$ cat src/hdl/mhdm_pkg.sv
// Shared types, microcode fields and control store for the heap delete-max unit.
package mhdm_pkg;

  // Result status codes
  typedef enum logic [1:0] {
    ST_OK    = 2'd0,
    ST_EMPTY = 2'd1,
    ST_FULL  = 2'd2
  } status_e;

  // Sequencer steps (control store addresses)
  typedef enum logic [2:0] {
    S_IDLE     = 3'd0,
    S_RD_ROOT  = 3'd1,
    S_RD_LAST  = 3'd2,
    S_CAP_LAST = 3'd3,
    S_LOOP     = 3'd4,
    S_RD_RIGHT = 3'd5,
    S_DECIDE   = 3'd6,
    S_DONE     = 3'd7
  } step_e;

  // Read address source
  typedef enum logic [2:0] {
    RD_NONE  = 3'd0,
    RD_ROOT  = 3'd1,
    RD_LAST  = 3'd2,
    RD_LEFT  = 3'd3,
    RD_RIGHT = 3'd4
  } rd_e;

  // Which register takes the read data
  typedef enum logic [1:0] {
    CAP_NONE = 2'd0,
    CAP_MAX  = 2'd1,
    CAP_X    = 2'd2,
    CAP_LEFT = 2'd3
  } cap_e;

  // Store write action
  typedef enum logic [1:0] {
    WR_NONE = 2'd0,
    WR_LEAF = 2'd1,
    WR_SIFT = 2'd2
  } wr_e;

  // Branch condition
  typedef enum logic [2:0] {
    C_ALWAYS   = 3'd0,
    C_START    = 3'd1,
    C_LEAF     = 3'd2,
    C_SWAP     = 3'd3,
    C_OUT_FREE = 3'd4
  } cond_e;

  // What to do when the branch is not taken
  typedef enum logic {
    M_FALL = 1'b0,
    M_HOLD = 1'b1
  } miss_e;

  // One control word
  typedef struct packed {
    rd_e   rd;
    cap_e  cap;
    wr_e   wr;
    logic  dec;     // shrink heap, restart sift at the root
    logic  push;    // hand the delete result to the output register
    cond_e cond;
    miss_e miss;
    step_e target;
  } ucode_t;

  // Sequencer to datapath
  typedef struct packed {
    ucode_t uc;
    logic   fire;   // input item accepted this cycle
  } ctl_t;

  // Datapath to sequencer
  typedef struct packed {
    logic empty;
    logic full;
    logic leaf;
    logic swap;
    logic out_free;
  } flags_t;

  // Control store
  function automatic ucode_t ucode_rom(step_e step);
    ucode_t w;
    w = '{rd: RD_NONE, cap: CAP_NONE, wr: WR_NONE, dec: 1'b0, push: 1'b0,
          cond: C_START, miss: M_HOLD, target: S_RD_ROOT};
    case (step)
      S_IDLE: begin
        w = '{rd: RD_NONE, cap: CAP_NONE, wr: WR_NONE, dec: 1'b0, push: 1'b0,
              cond: C_START, miss: M_HOLD, target: S_RD_ROOT};
      end
      S_RD_ROOT: begin
        w = '{rd: RD_ROOT, cap: CAP_NONE, wr: WR_NONE, dec: 1'b1, push: 1'b0,
              cond: C_ALWAYS, miss: M_FALL, target: S_RD_LAST};
      end
      S_RD_LAST: begin
        w = '{rd: RD_LAST, cap: CAP_MAX, wr: WR_NONE, dec: 1'b0, push: 1'b0,
              cond: C_ALWAYS, miss: M_FALL, target: S_CAP_LAST};
      end
      S_CAP_LAST: begin
        w = '{rd: RD_NONE, cap: CAP_X, wr: WR_NONE, dec: 1'b0, push: 1'b0,
              cond: C_ALWAYS, miss: M_FALL, target: S_LOOP};
      end
      S_LOOP: begin
        w = '{rd: RD_LEFT, cap: CAP_NONE, wr: WR_LEAF, dec: 1'b0, push: 1'b0,
              cond: C_LEAF, miss: M_FALL, target: S_DONE};
      end
      S_RD_RIGHT: begin
        w = '{rd: RD_RIGHT, cap: CAP_LEFT, wr: WR_NONE, dec: 1'b0, push: 1'b0,
              cond: C_ALWAYS, miss: M_FALL, target: S_DECIDE};
      end
      S_DECIDE: begin
        w = '{rd: RD_NONE, cap: CAP_NONE, wr: WR_SIFT, dec: 1'b0, push: 1'b0,
              cond: C_SWAP, miss: M_FALL, target: S_LOOP};
      end
      S_DONE: begin
        w = '{rd: RD_NONE, cap: CAP_NONE, wr: WR_NONE, dec: 1'b0, push: 1'b1,
              cond: C_OUT_FREE, miss: M_HOLD, target: S_IDLE};
      end
      default: begin
        w = '{rd: RD_NONE, cap: CAP_NONE, wr: WR_NONE, dec: 1'b0, push: 1'b0,
              cond: C_ALWAYS, miss: M_FALL, target: S_IDLE};
      end
    endcase
    return w;
  endfunction

endpackage

$ cat src/hdl/mhdm_seq.sv
// Microcode sequencer: step counter, control store lookup and branch logic.
module mhdm_seq (
  input  logic                clk_i,
  input  logic                rst_ni,
  input  logic                in_valid_i,
  input  logic                op_i,
  input  mhdm_pkg::flags_t    flags_i,
  output logic                in_stall_o,
  output mhdm_pkg::ctl_t      ctl_o
);

  mhdm_pkg::step_e  step_q, step_d;
  mhdm_pkg::ucode_t uc;
  logic             fire;
  logic             taken;

  // Current control word
  assign uc = mhdm_pkg::ucode_rom(step_q);

  // Handshake and control outputs
  always_comb begin
    in_stall_o = (step_q != mhdm_pkg::S_IDLE) || !flags_i.out_free;
    fire       = in_valid_i && !in_stall_o;
    ctl_o.uc   = uc;
    ctl_o.fire = fire;
  end

  // Branch condition and next step
  always_comb begin
    case (uc.cond)
      mhdm_pkg::C_ALWAYS:   taken = 1'b1;
      mhdm_pkg::C_START:    taken = fire && op_i && !flags_i.empty;
      mhdm_pkg::C_LEAF:     taken = flags_i.leaf;
      mhdm_pkg::C_SWAP:     taken = flags_i.swap;
      mhdm_pkg::C_OUT_FREE: taken = flags_i.out_free;
      default:              taken = 1'b1;
    endcase
    if (taken) begin
      step_d = uc.target;
    end else if (uc.miss == mhdm_pkg::M_HOLD) begin
      step_d = step_q;
    end else begin
      step_d = mhdm_pkg::step_e'(3'(step_q) + 3'd1);
    end
  end

  // Step counter
  always_ff @(posedge clk_i or negedge rst_ni) begin
    if (!rst_ni) begin
      step_q <= mhdm_pkg::S_IDLE;
    end else begin
      step_q <= step_d;
    end
  end

endmodule

$ cat config.mk
export PLATFORM = sky130hd
export DESIGN_NAME = mhdm_seq
export DESIGN_NICKNAME = d
export VERILOG_FILES = /design/src/hdl/mhdm_pkg.sv /design/src/hdl/mhdm_seq.sv
export SDC_FILE = /design/constraint.sdc
export NUM_CORES = 1
export LEC_CHECK = 0
export ABC_AREA = 1
export BUFFER_PORTS_ARGS = -buffer_cell sky130_fd_sc_hd__buf_4
export CORE_AREA = 2 2 39 41
export CTS_CLUSTER_SIZE = 30
export DETAILED_ROUTE_END_ITERATION = 8
export DIE_AREA = 0 0 41 43
export GPL_TIMING_DRIVEN = 1
export PLACE_DENSITY = 0.67
export SLEW_MARGIN = 20
export SYNTH_ARGS = -nofsm -noshare
export SYNTH_HDL_FRONTEND = slang
export SYNTH_SLANG_ARGS = --single-unit
$ cat constraint.sdc
create_clock -name clk_i -period 2.1 [get_ports clk_i]
set_input_delay 0.21 -clock clk_i [delete_from_list [all_inputs] [get_ports clk_i]]
set_output_delay 0.21 -clock clk_i [all_outputs]
set_load 0.05 [all_outputs]
==> impl_metrics.ini, run 1 <==
[floorplan]
io-pin-count = 27
die_area_mm2 = 0.00176
initial_core_util_pct = 35.0
die_height_um = 43
die_x_um = 41
std_cell_rows = 14
core_area_mm2 = 0.00138

[final_layout]
nNetsFinal = 118
layoutNonFillerInstCount = 118
syn_to_final_growth_pct = 45.7
n_antenna_cell = 0
final_cell_mix = 25 x buf_4, 21 x nand2_1, 13 x inv_1
drive_above_1_share_pct = 39.2
reg_top3 = step_q: 3 flops
nFillCells = 151
largest_reg_flops = 3
final_common_cell = buf_4
largest-register = step_q
final_core_util_pct = 51.0

[timing]
fin_tns_setup_ns = 0
hold_viol_final = 0
fin_skew_ns = 0.00498
tightest_slew_ns = 0.377
fmax_mhz = 528
min_period_ns = 1.89
finalSetupViolCount = 0
slew_headroom_pct = 74.9
maxSlewViolCount = 0
fin_crit_sh_pct = 90.2
rsz0062_at_grt = no

[global_routing]
use_met1_pct = 13.5
grt-ovfl-total = 0
grt.busiest_layer = met2
gr-usage-all-layers_pct = 12.4
grt_max_degree = 14
grt_pass1_wl_um = 1550
use_met3_pct = 4.71
use_met2_pct = 21.6
antenna_found_initial = 0
grt_pass1_vias = 425

[critical_path]
end_kind = output port
criticalPathCategory = register to output port
cpPeakStageDelay_ns = 0.45
worstPathArrival_ns = 1.68
required_ns = 1.89
r2r_cells = 11
r2r_start = step_q[0]
critPathMaxFanout = 6
slowest_stage = dfrtp_1
rr_endpoint = step_q[0]
path_cells = inv_1 -> ha_1 -> nand2_1 -> o21ai_0 -> buf_4
cp-start-kind = register
ff2ff_setup_slack_ns = 0.46

[clock_tree]
clock_latency_ns = 0.23
postCtsSetupBuffers = 0
root_buffer = clkbuf_4
htreeDepth = 1
cts_tree = built
numCtsBuffers = 3
clock-sinks = 3
clkTransAtPathRegs_ns = 0.04
cts_buffer_depth = 2

[drt]
ant_nets = 0
drtIter0Drc = 4
wirelength_um = 995
vias_per_cell = 4.32
wl_per_cell_um = 8.43
num_vias = 510
dr.pass1.iters = 4
drc = 0

[placement]
hpwl_um = 886
port_buffers = 25
gp_congestion = 0.745
dp.cells = 113

[logic_synthesis]
avgSynthCellArea_um2 = 6.46
synthCells = 75
yosysSeqAreaShare_pct = 15.5
synth_nets = 90
yosysWarnings = 0
synth-seq-cells = 3
ys_types = 17
syn_area_um2 = 484

[flow_run]
cap_violations = 0

[run_status]
status = finished, final reports clean

[min_path]
min_path_type = input pin to async pin
## worst max-delay path, delay by kind of cell, from the launching register on
family / cells / cell delay, ns
buffers and inverters: 2 / 0.41
flip-flops: 1 / 0.45
AND/OR/NAND/NOR: 1 / 0.14
adder cells (fa/ha/maj): 1 / 0.30
AO/OA/AOI/OAI: 1 / 0.15
## Yosys cell counts, drive strengths merged
library cell | count | area [µm²]
nor2 | 7 | 43.8
nand3 | 6 | 42.5
a21oi | 1 | 5.00
dfrtp | 3 | 75.1
buf | 3 | 22.5
nor3 | 1 | 10.0
o21ai | 6 | 30.0
xor2 | 1 | 8.76
nand2 | 26 | 115
inv | 15 | 56.3
ha | 6 | 75.1
## stage by stage
step | setup slack [ns] | hold WS, ns | area (µm²)
after floorplan | 0.0211 | -0.0856 | 484
after global placement | 0.428 | -0.00101 | 669
after detailed placement | 0.424 | 0.000793 | 669
after CTS | 0.170 | 0.292 | 706
after global routing | 0.0350 | 0.293 | 706
final | 0.205 | 0.301 | 706
## worst max-delay path by stage
stage	start	endpoint	slack [ns]
global placement	step_q[0]	ctl_o[1]	0.43
global route	step_q[0]	ctl_o[1]	0.04
floorplan	step_q[0]	ctl_o[12]	0.02
finish	step_q[0]	ctl_o[1]	0.21
CTS	step_q[0]	ctl_o[1]	0.17
detailed placement	step_q[0]	ctl_o[1]	0.42
## final cells by class
type,instances,area (µm²),share of cell area (%)
multi-input combinational,54,330,46.8
timing repair buffer,26,198,28.0
sequential,3,75.1,10.6
inverter,15,56.3,7.98
clock buffer,4,26.3,3.72
tap,16,20.0,2.84
## what timing repair did
item / CTS / global route
endpoints found under the hold margin: 3 / 0
setup endpoints to repair: 0 / 0
hold buffers: 1 / 0
gates resized for setup: 0 / 0
## per-layer routing
metal  up-vias  routed length (µm)
li1        280                   -
met5         -                   0
met2        16                 487
met3         0                  85
met4         0                   0
met1       214                 422
## cells by family after synthesis
kind of cell / share of synthesized area, %
buf+inv: 16.3
compound gates: 7.23
simple gates: 43.7
fa+ha+maj: 15.5
xor+xnor: 1.81
flops: 15.5
Power of run 1 is not shown: default switching activity piles up to over one toggle a cycle in this logic, so the estimate is an artifact.
==> run 2: changes to the inputs <==
==> constraint.sdc (replaced) <==
create_clock -name clk_i -period 2.1 [get_ports clk_i]
set_input_delay 0.21 -clock clk_i [delete_from_list [all_inputs] [get_ports clk_i]]
set_output_delay 0.21 -clock clk_i [all_outputs]
set_load 0.005 [all_outputs]
==> run 2 against run 1 <==
Against the previous run: non-clock buffer count unchanged; critical path depth unchanged; design area unchanged; sequential cell count unchanged; core utilization unchanged; highest routed layer unchanged; critical endpoint unchanged.
==> impl_metrics.ini, run 2 (synthesis gave the netlist of run 1 again) <==
[run_status]
status = finished, final reports clean

[global_routing]
grt-ovfl-total = 0
grt_pass1_wl_um = 1590
grt_max_degree = 14
gr-usage-all-layers_pct = 12.9
antenna_found_initial = 0
grt_pass1_vias = 394

[critical_path]
criticalPathCategory = register to output port
path_cells = inv_1 -> ha_1 -> nand2_1 -> o21ai_0 -> buf_4
cpPeakStageDelay_ns = 0.45
crit_family = flip-flops
r2r_cells = 11
r2r_start = step_q[0]
critPathMaxFanout = 6
cp-start-kind = register
rr_endpoint = step_q[0]
required_ns = 1.89
end_kind = output port
path_depth = 5
slowest_stage = dfrtp_1
worstPathArrival_ns = 1.61
ff2ff_setup_slack_ns = 0.44
cp_num_buf_inv = 2

[clock_tree]
clock_latency_ns = 0.23
numCtsBuffers = 3
root_buffer = clkbuf_4
htreeDepth = 1
cts_buffer_depth = 2
clock-sinks = 3
postCtsSetupBuffers = 0
clkTransAtPathRegs_ns = 0.04
cts_tree = built

[timing]
fin_crit_sh_pct = 86.5
maxSlewViolCount = 0
tightest_slew_ns = 0.388
finalSetupViolCount = 0
holdWs_ns = 0.303
hold_viol_final = 0
rsz0062_at_grt = no
fmax_mhz = 551
fin_skew_ns = 0.00428
fin_tns_setup_ns = 0
slew_headroom_pct = 74.2
min_period_ns = 1.82

[final_layout]
syn_to_final_growth_pct = 45.7
seq_area_um2 = 75.1
final_cell_mix = 25 x buf_4, 21 x nand2_1, 13 x inv_1
final_common_cell = buf_4
reg_top3 = step_q: 3 flops
largest_reg_flops = 3
nNetsFinal = 118
multi_input_area_um2 = 330
nFillCells = 151
largest-register = step_q
n_antenna_cell = 0
drive_above_1_share_pct = 39.2

[floorplan]
die_area_mm2 = 0.00176
core_area_mm2 = 0.00138
die_x_um = 41
std_cell_rows = 14
io-pin-count = 27
initial_core_util_pct = 35.0
die_height_um = 43

[drt]
dr.pass1.iters = 2
drtIter0Drc = 1
vias_per_cell = 4.36
wl_per_cell_um = 9.13
num_vias = 514
wirelength_um = 1080
drc = 0
ant_nets = 0

[placement]
port_buffers = 25
gp_congestion = 0.764
hpwl_um = 934

[flow_run]
cap_violations = 0

[min_path]
min_path_type = input pin to async pin

[pwr]
p_leak_nw = 0.429
ir_worst_vdd_mv = 0.702
power_density_mw_per_mm2 = 1590
## run 2: cell counts in the layout (fill, tap and decap cells not counted)
No cell type changed its count.
## run 2: where the power goes
group	switching, mW	leakage, nW	internal, mW
registers	0.0656	0.0363	0.0917
clock network	0.0279	0.0150	0.0710
logic	0.449	0.378	0.414
total	0.543	0.429	0.577
## run 2: cell type report
cell class	instances	area share, %
clock buffer	4	3.72
inverter	15	7.98
multi-input combinational	54	46.8
sequential	3	10.6
tap	16	2.84
timing repair buffer	26	28.0
## run 2: worst max path at each step
stage / from / to / slack (ns)
floorplan: step_q[0] / step_q[0] / 0.58
global route: step_q[0] / ctl_o[1] / 0.16
finish: step_q[0] / ctl_o[1] / 0.28
global placement: step_q[0] / step_q[0] / 0.44
CTS: step_q[0] / ctl_o[1] / 0.26
detailed placement: step_q[0] / step_q[1] / 0.43
## run 2: what timing repair did
action                    in CTS  in global routing
hold endpoints to repair       3                  0
resized for setup              0                  0
hold buffers                   1                  0
## run 2: per-stage QoR
stage / power, mW / instance area, µm² / cells / worst slack [ns] / utilization (%)
final: 1.12 / 706 / 118 / 0.284 / 51.0
after global routing: 1.26 / 706 / 118 / 0.158 / 51.0
after CTS: 1.14 / 706 / 118 / 0.256 / 51.0
after detailed placement: 1.03 / 669 / 113 / 0.428 / 48.4
after global placement: 1.02 / 669 / 113 / 0.445 / 48.4
after floorplan: 0.692 / 484 / 75 / 0.582 / -
## run 2: metal layers
layer	wire [µm]	vias to the layer above	GRT usage [%]	share of wire (%)
li1	-	279	-	-
met1	445	220	16.5	41
met2	550	15	21.3	51
met3	81	0	4.71	7.5
met4	0	0	0	0
met5	0	-	0	0
(Power assumes the default switching activity.)
==> run 3: changes to the inputs <==
RECOVER_POWER = 50   (was not set)
==> run 3 against run 2 <==
Against the previous run: core utilization is 1.2 points lower; design area down 2.3%; critical path depth stayed put; count of clock-buffer cells in the layout unchanged; first-iteration DRC count increased to 8.0 times the previous value; clock power is essentially flat; global-route usage unchanged; register-to-register slack better by 0.02 ns; sequential power hardly changed; non-clock buffer count did not move; critical path type unchanged; largest power group unchanged.
==> impl_metrics.ini, run 3 (synthesis gave the netlist of run 1 again) <==
[global_routing]
grt_pass1_wl_um = 1590
grt_pass1_vias = 394
grt-ovfl-total = 0
antenna_found_initial = 0
grt_max_degree = 14
gr-usage-all-layers_pct = 12.9

[timing]
tightest_slew_ns = 0.367
min_period_ns = 1.78
hold_viol_final = 0
rsz0062_at_grt = no
fin_crit_sh_pct = 84.7
fmax_mhz = 562
fin_skew_ns = 0.00393
finalSetupViolCount = 0
slew_headroom_pct = 75.6
fin_tns_setup_ns = 0
maxSlewViolCount = 0

[clock_tree]
clock-sinks = 3
root_buffer = clkbuf_4
htreeDepth = 1
cts_tree = built
clock_latency_ns = 0.23
clkTransAtPathRegs_ns = 0.04
cts_buffer_depth = 2
numCtsBuffers = 3

[critical_path]
ff2ff_setup_slack_ns = 0.46
required_ns = 1.89
rr_endpoint = step_q[0]
critPathMaxFanout = 6
criticalPathCategory = register to output port
cp-start-kind = register
worstPathArrival_ns = 1.57
r2r_cells = 10
end_kind = output port
r2r_start = step_q[0]

[floorplan]
die_height_um = 43
die_x_um = 41
std_cell_rows = 14
io-pin-count = 27
core_area_mm2 = 0.00138
initial_core_util_pct = 35.0
die_area_mm2 = 0.00176

[placement]
port_buffers = 25
hpwl_um = 934
dp.cells = 113
gp_congestion = 0.764

[pwr]
pwr-share-comb_pct = 76.7
p_leak_nw = 0.422
internal_power_uw = 567
ir_worst_vdd_mv = 0.681
pwr-share-clk_pct = 9.0
sw_frac_of_total_pct = 48.4
power_density_mw_per_mm2 = 1590
share_seq_of_total_power_pct = 14.2
power_switching_uw = 531

[drt]
wl_per_cell_um = 9.10
drc = 0
num_vias = 517
ant_nets = 0
dr.pass1.iters = 4
drtIter0Drc = 8
vias_per_cell = 4.38
wirelength_um = 1070

[final_layout]
n_antenna_cell = 0
nNetsFinal = 118
layoutNonFillerInstCount = 118
drive_above_1_share_pct = 36.3
largest-register = step_q
syn_to_final_growth_pct = 42.4
reg_top3 = step_q: 3 flops
final_cell_mix = 21 x nand2_1, 18 x buf_4, 14 x inv_1
largest_reg_flops = 3
final_common_cell = nand2_1

[flow_run]
cap_violations = 0

[run_status]
status = finished, final reports clean

[min_path]
min_path_type = input pin to async pin
-- run 3: cell types whose count changed in the layout (fill, tap and decap cells not counted), sizes merged --
cell    delta
buf        -7
clkbuf     +7
-- run 3: per-stage QoR --
stage | setup slack [ns] | util, % | hold slack, ns | power (mW) | instance area, µm²
after CTS | 0.256 | 51.0 | 0.296 | 1.14 | 706
after global routing | 0.206 | 49.8 | 0.322 | 1.24 | 689
after global placement | 0.445 | 48.4 | -0.000987 | 1.02 | 669
final | 0.322 | 49.8 | 0.312 | 1.10 | 689
after floorplan | 0.582 | - | -0.0856 | 0.692 | 484
after detailed placement | 0.428 | 48.4 | 0.00103 | 1.03 | 669
-- run 3: critical path, cell delays in order, from the launching register on --
cell and delay (ns):
dfrtp_1 0.47, inv_1 0.14, ha_1 0.28, nand2_1 0.13, o21ai_0 0.14, buf_4 0.17
-- run 3: power by group through the flow --
stage          sequential (mW)  clock (mW)  combinational [mW]
2_1_floorplan            0.129           0               0.563
5_1_grt                  0.165       0.112               0.961
3_3_place_gp             0.159           0               0.864
3_5_place_dp             0.160           0               0.873
4_1_cts                  0.159       0.103               0.878
6_report                 0.156      0.0989               0.842
-- run 3: how the worst max path moves through the flow --
stage	to	cells after the start	start
after floorplan	step_q[0]	11	step_q[0]
after global placement	step_q[0]	11	step_q[0]
after detailed placement	step_q[1]	11	step_q[0]
after CTS	ctl_o[1]	5	step_q[0]
after global routing	ctl_o[1]	5	step_q[0]
final	ctl_o[1]	5	step_q[0]
-- run 3: metal layers --
layer	global-route usage, %	part of all wire, %	vias to the layer above
met5	0	0	-
met1	16.5	42	223
met3	4.71	7.5	0
li1	-	-	279
met2	21.3	51	15
met4	0	0	0
-- run 3: cell type report --
cell class              count  area (µm²)
fillers                   154         694
multi-input cells          54         318
repair buffers             26         194
flip-flops and latches      3        75.1
inverters                  15        56.3
clock buffers               4        26.3
well taps                  16        20.0
-- run 3: repair_timing --
| action | 4_1_cts | 5_1_grt |
|---|---|---|
| gates resized for setup | 0 | 0 |
| hold buffers | 1 | 0 |
| hold endpoints to repair | 3 | 0 |
| setup buffers | 0 | 0 |
